===== config.mk =====
export PLATFORM = sky130hd
export DESIGN_NAME = ssr_sat_cnt
export DESIGN_NICKNAME = d
export VERILOG_FILES = /design/src/ssr_pkg.sv /design/src/ssr_sat_cnt.sv
export SDC_FILE = /design/constraint.sdc
export NUM_CORES = 1
export LEC_CHECK = 0
export BUFFER_PORTS_ARGS = -buffer_cell sky130_fd_sc_hd__buf_4
export CELL_PAD_IN_SITES_DETAIL_PLACEMENT = 0
export CELL_PAD_IN_SITES_GLOBAL_PLACEMENT = 1
export CORE_ASPECT_RATIO = 1.2
export CORE_MARGIN = 3
export CORE_UTILIZATION = 38
export CTS_BUF_LIST = sky130_fd_sc_hd__clkbuf_4 sky130_fd_sc_hd__clkbuf_8
export DETAILED_ROUTE_END_ITERATION = 6
export PLACE_DENSITY_LB_ADDON = 0.25
export SLEW_MARGIN = 20
export SYNTH_ARGS = -nofsm -noshare
export SYNTH_HDL_FRONTEND = slang
export SYNTH_SLANG_ARGS = --single-unit

===== constraint.sdc =====
create_clock -name i_clk -period 1.9 [get_ports i_clk]
set_input_delay 0 -clock i_clk [delete_from_list [all_inputs] [get_ports i_clk]]
set_output_delay 0 -clock i_clk [all_outputs]
set_load 0.005 [all_outputs]

===== src/ssr_pkg.sv =====
// Shared constants and types for the shadow return stack.
`default_nettype none
package ssr_pkg;

    // Stack geometry
    localparam int STACK_DEPTH = 256;
    localparam int ADDR_W      = (STACK_DEPTH > 1) ? $clog2(STACK_DEPTH) : 1;
    localparam int FILL_W      = $clog2(STACK_DEPTH + 1);

    // Item field widths
    localparam int DATA_W      = 64;
    localparam int STATUS_W    = 3;
    localparam int FILL_OUT_W  = 9;
    localparam int CNT_W       = 32;

    typedef logic [STATUS_W-1:0] t_status;

    localparam t_status ST_OK        = 3'd0;
    localparam t_status ST_UNDERFLOW = 3'd1;
    localparam t_status ST_RESYNC    = 3'd2;
    localparam t_status ST_MISMATCH  = 3'd3;
    localparam t_status ST_DROPPED   = 3'd4;

    localparam logic OP_CALL = 1'b0;
    localparam logic OP_RET  = 1'b1;

    typedef enum logic [3:0] {
        S_IDLE = 4'b0001,
        S_POP  = 4'b0010,
        S_SCAN = 4'b0100,
        S_DONE = 4'b1000
    } t_state;

endpackage : ssr_pkg
`default_nettype wire


===== src/ssr_sat_cnt.sv =====
// Saturating event counter.
`default_nettype none
module ssr_sat_cnt (
    input  wire logic                      i_clk,
    input  wire logic                      i_rst_n,
    input  wire logic                      i_inc,
    output logic      [ssr_pkg::CNT_W-1:0] o_count
);

    logic [ssr_pkg::CNT_W-1:0] r_count;
    logic [ssr_pkg::CNT_W-1:0] n_count;

    always_comb begin
        n_count = r_count;
        if (i_inc && (r_count != {ssr_pkg::CNT_W{1'b1}})) begin
            n_count = r_count + ssr_pkg::CNT_W'(1);
        end
    end

    always_ff @(posedge i_clk) begin
        if (!i_rst_n) begin
            r_count <= '0;
        end else begin
            r_count <= n_count;
        end
    end

    assign o_count = r_count;

endmodule : ssr_sat_cnt
`default_nettype wire


==> impl_results.rst <==
.. list-table::
   :header-rows: 1

   * - Metric
     - Value
   * - First-pass GRT wire length
     - 8000 µm
   * - Share of layout cells above drive strength 1
     - approximately 50%
   * - Core Box Area
     - between 0.004 and 0.005 mm²
   * - Total met3 wirelength after detailed routing
     - 190 µm
   * - Min Tclk post-route
     - between 1500 and 2000 ps
   * - Flip-flop count of the largest register after layout
     - 32
   * - Category of the critical setup timing path
     - flip-flop to flip-flop
   * - Post-Syn Instances
     - 200
   * - Final worst slack
     - -57.7 ps
   * - Number of DRC violations after detailed routing
     - 0
   * - Synthesized netlist net count
     - approximately 200
   * - Initial cell density of the core
     - roughly two fifths
   * - Number of nets with antenna violations after detailed routing
     - 0
   * - Wire length on met2
     - roughly 2500 µm
   * - Detailed-route vias per instance
     - 5.51
   * - Pins over their slew limit
     - 0
   * - Worst hold path class
     - input port to flip-flop
   * - Per-cell routed wire length
     - approximately 15 µm
   * - HPWL Detailed
     - ~3500 µm
   * - Static leakage power
     - 1.03 nW
   * - Via count
     - around 1900
   * - Number of storage elements in the synthesis netlist
     - 32
   * - Worst-case clock buffer depth
     - 2
   * - Maximum number of pins on one net before global-route repair
     - 21
   * - Peak ir drop on the vdd network
     - around 0.32 mV
   * - Minimum setup slack among reg-to-reg paths
     - -60 ps
   * - Worst clock skew
     - approximately 3.5 ps
   * - Post-layout nets
     - 287
   * - Clk Latency, worst-skew pair
     - about 280 ps
   * - Die ar.
     - 0.00533 mm²
   * - CTS tree
     - yes
   * - Number of rows created at floorplan
     - 26
   * - Final routed wirelength across all metal layers
     - around 5000 µm
   * - Initial antenna violation count
     - 0
   * - Top cell type by total area after synthesis
     - sky130_fd_sc_hd__dfxtp_1
   * - Post-synthesis to final-layout area growth
     - 55.3%
   * - Vias in the first global route
     - about 1700
   * - Global-route usage over all layers
     - approximately a fifth
   * - Max Fclk
     - just over 500 MHz
   * - Synth Area per Inst
     - 8.52 µm²
   * - Setup-failing EPs final
     - 1
   * - Clock edge transition at the registers on the reported setup and hold paths
     - around 70 ps
   * - Critical path capture point type
     - flip-flop
   * - RSZ-0062 raised after global routing
     - true
   * - Pwr dens
     - a little under 500 mW/mm²
   * - Number of buffers inserted for hold repair after clock tree synthesis
     - 0
   * - Die Width
     - between 60 and 70 µm
   * - Post-placement setup slack
     - -24.0 ps
   * - Max cap viols
     - 0
   * - Yosys Warn Count
     - 0
   * - Highest routed layer
     - met4
   * - Data arrival, critical path
     - ~2200 ps
   * - IO buf count
     - 34
   * - Violations in the final reports
     - negative setup slack
   * - Iteration count of the initial detailed-routing pass
     - 7
   * - Post-synthesis instance area
     - 0.00170 mm²
   * - Share of the synthesized area in the top cell type
     - around 38%
   * - Met1 Routed Length
     - 2220 µm
   * - Clock buffer count from CTS
     - 5
   * - First DRT Iteration DRCs
     - 57
   * - Number of enable flip-flop cells after synthesis
     - 0
   * - Distinct cell type count after synthesis
     - 38
   * - Max Fanout on Critical Path
     - 3
   * - Number of top-level design ports
     - 35
   * - Number of antenna diodes
     - 0
   * - Sequential fraction of the synthesis area
     - 37.6%
   * - Total number of clock tree sinks
     - 32
   * - Top cells by area in the synthesized netlist
     - sky130_fd_sc_hd__dfxtp_1 (38%), sky130_fd_sc_hd__o31ai_1 (4.8%), sky130_fd_sc_hd__or4_1 (4.8%)
   * - Type of origin of the critical path
     - flip-flop
   * - Critical path required time
     - ~2100 ps
   * - Final Hold Viols
     - 0
   * - Worst max-slew margin expressed relative to the limit
     - 66.7%
   * - Share of the core filled with cells
     - 61.6%
   * - Overall die height
     - 79.4 µm
   * - Run status
     - finished with violations
   * - Clock root buffer
     - sky130_fd_sc_hd__clkbuf_8
   * - Most common flop cell mapped by yosys
     - sky130_fd_sc_hd__dfxtp_1
   * - Post-synth ARST share
     - 0%
   * - Overflow after GRT
     - 0
   * - Worst Tran Pin Value
     - 487 ps
   * - Final GP Congestion
     - between 0.8 and 0.9
   * - Number of H-tree levels
     - 2
   * - Final Cycle Share
     - 103%
-- what timing repair did --
action,in CTS,in global routing
pin swaps,3,10
buffers inserted,1,7
gates cloned,0,0
resized for setup,4,24
endpoints found under the setup margin,4,20
-- synthesized netlist by cell type, types with 2 or more instances --
library cell               number
sky130_fd_sc_hd__a21oi_1       15
sky130_fd_sc_hd__and2_1         2
sky130_fd_sc_hd__and3_1         3
sky130_fd_sc_hd__and4_1         6
sky130_fd_sc_hd__clkbuf_1      10
sky130_fd_sc_hd__dfxtp_1       32
sky130_fd_sc_hd__inv_1          3
sky130_fd_sc_hd__mux2i_1        7
sky130_fd_sc_hd__nand2_1       16
sky130_fd_sc_hd__nand2b_1       9
sky130_fd_sc_hd__nand3_1       12
sky130_fd_sc_hd__nand3_2        2
sky130_fd_sc_hd__nand4_1        9
sky130_fd_sc_hd__nor2_1         9
sky130_fd_sc_hd__nor3_1         3
sky130_fd_sc_hd__nor4_1         6
sky130_fd_sc_hd__o211ai_1       2
sky130_fd_sc_hd__o21ai_0        3
sky130_fd_sc_hd__o311ai_0       2
sky130_fd_sc_hd__o31ai_1       11
sky130_fd_sc_hd__o41ai_1        3
sky130_fd_sc_hd__or3_1          5
sky130_fd_sc_hd__or4_1         11
sky130_fd_sc_hd__or4_4          2
sky130_fd_sc_hd__xnor2_1        4
-- metrics by stage --
step / power [mW] / cell area (µm²) / cells / hold WS, ps / setup TNS, ps
3_3_place_gp: 0.747 / 2390 / 324 / 364 / -8.77
4_1_cts: 1.32 / 2510 / 333 / 60.6 / -0.457
2_1_floorplan: 0.714 / 1770 / 200 / 179 / -342
3_5_place_dp: 0.747 / 2390 / 324 / 366 / -24.0
5_1_grt: 1.36 / 2650 / 340 / 73.3 / -243
6_report: 1.31 / 2650 / 340 / 63.7 / -57.7
-- cells in the final DEF (no fill, tap or decap), types with 3 or more instances in the layout --
cell	instances
sky130_fd_sc_hd__and4_1	4
sky130_fd_sc_hd__o41ai_1	3
sky130_fd_sc_hd__nor2_1	9
sky130_fd_sc_hd__or3_1	3
sky130_fd_sc_hd__or4_4	4
sky130_fd_sc_hd__dfxtp_1	10
sky130_fd_sc_hd__o31ai_1	10
sky130_fd_sc_hd__or3_4	3
sky130_fd_sc_hd__nor4_1	3
sky130_fd_sc_hd__a21oi_1	13
sky130_fd_sc_hd__or4_1	9
sky130_fd_sc_hd__nand4_1	9
sky130_fd_sc_hd__inv_1	3
sky130_fd_sc_hd__buf_4	86
sky130_fd_sc_hd__nor3_1	3
sky130_fd_sc_hd__nand3_1	11
sky130_fd_sc_hd__and3_1	3
sky130_fd_sc_hd__xnor2_1	4
sky130_fd_sc_hd__nand2_1	14
sky130_fd_sc_hd__dfxtp_2	15
sky130_fd_sc_hd__dfxtp_4	7
sky130_fd_sc_hd__nand2b_1	9
sky130_fd_sc_hd__mux2i_1	7
sky130_fd_sc_hd__clkbuf_8	6
-- metal layers --
layer  vias to the layer above  GRT usage, %
li1                        941             -
met1                       887          24.4
met2                        39          31.3
met3                         6          4.81
met4                         0          7.71
met5                         -             0
-- path summary, 6_finish.rpt --
kind                            startpoint                  endpoint  cells after the start
hold reg to reg   o_count[27]$_SDFFE_PN0P_  o_count[27]$_SDFFE_PN0P_                      2
setup / recovery   o_count[0]$_SDFFE_PN0P_  o_count[31]$_SDFFE_PN0P_                      5
hold / removal                     i_rst_n   o_count[6]$_SDFFE_PN0P_                      2
setup reg to reg   o_count[0]$_SDFFE_PN0P_  o_count[31]$_SDFFE_PN0P_                      5
-- critical path, cell delays in order, from the launching register on --
cell and delay [ps]:
sky130_fd_sc_hd__dfxtp_2 360, sky130_fd_sc_hd__nand4_1 130, sky130_fd_sc_hd__or4_4 510, sky130_fd_sc_hd__or3_4 350
sky130_fd_sc_hd__or4_4 420, sky130_fd_sc_hd__a21oi_2 120
-- kinds of logic (layout without fill, tap and decap cells) --
group / after synthesis / in the layout / share of synthesized area, %
xor gates and xnor gates: 5 / 5 / 2.57
and+or+nand+nor: 96 / 96 / 33.5
adders and majority gates: 1 / 1 / 0.734
AOI/OAI and AO/OA: 44 / 44 / 17.9
DFF: 32 / 32 / 37.6
buffers and inverters: 15 / 99 / 3.60
muxes: 7 / 7 / 4.11
-- layout make-up --
type,instances,area [µm²]
Clock buffer,8,97.6
Fill cell,393,1650
Inverter,3,11.3
Multi-Input combinational cell,153,1110
Sequential cell,32,686
Tap cell,56,70.1
Timing Repair Buffer,88,668
-- power breakdown --
part | total, mW | internal (mW) | switching (mW)
registers | 0.672 | 0.666 | 0.00547
logic | 0.0721 | 0.0364 | 0.0356
clock network | 0.571 | 0.324 | 0.247
No activity file was read; power rests on OpenSTA's default activity.
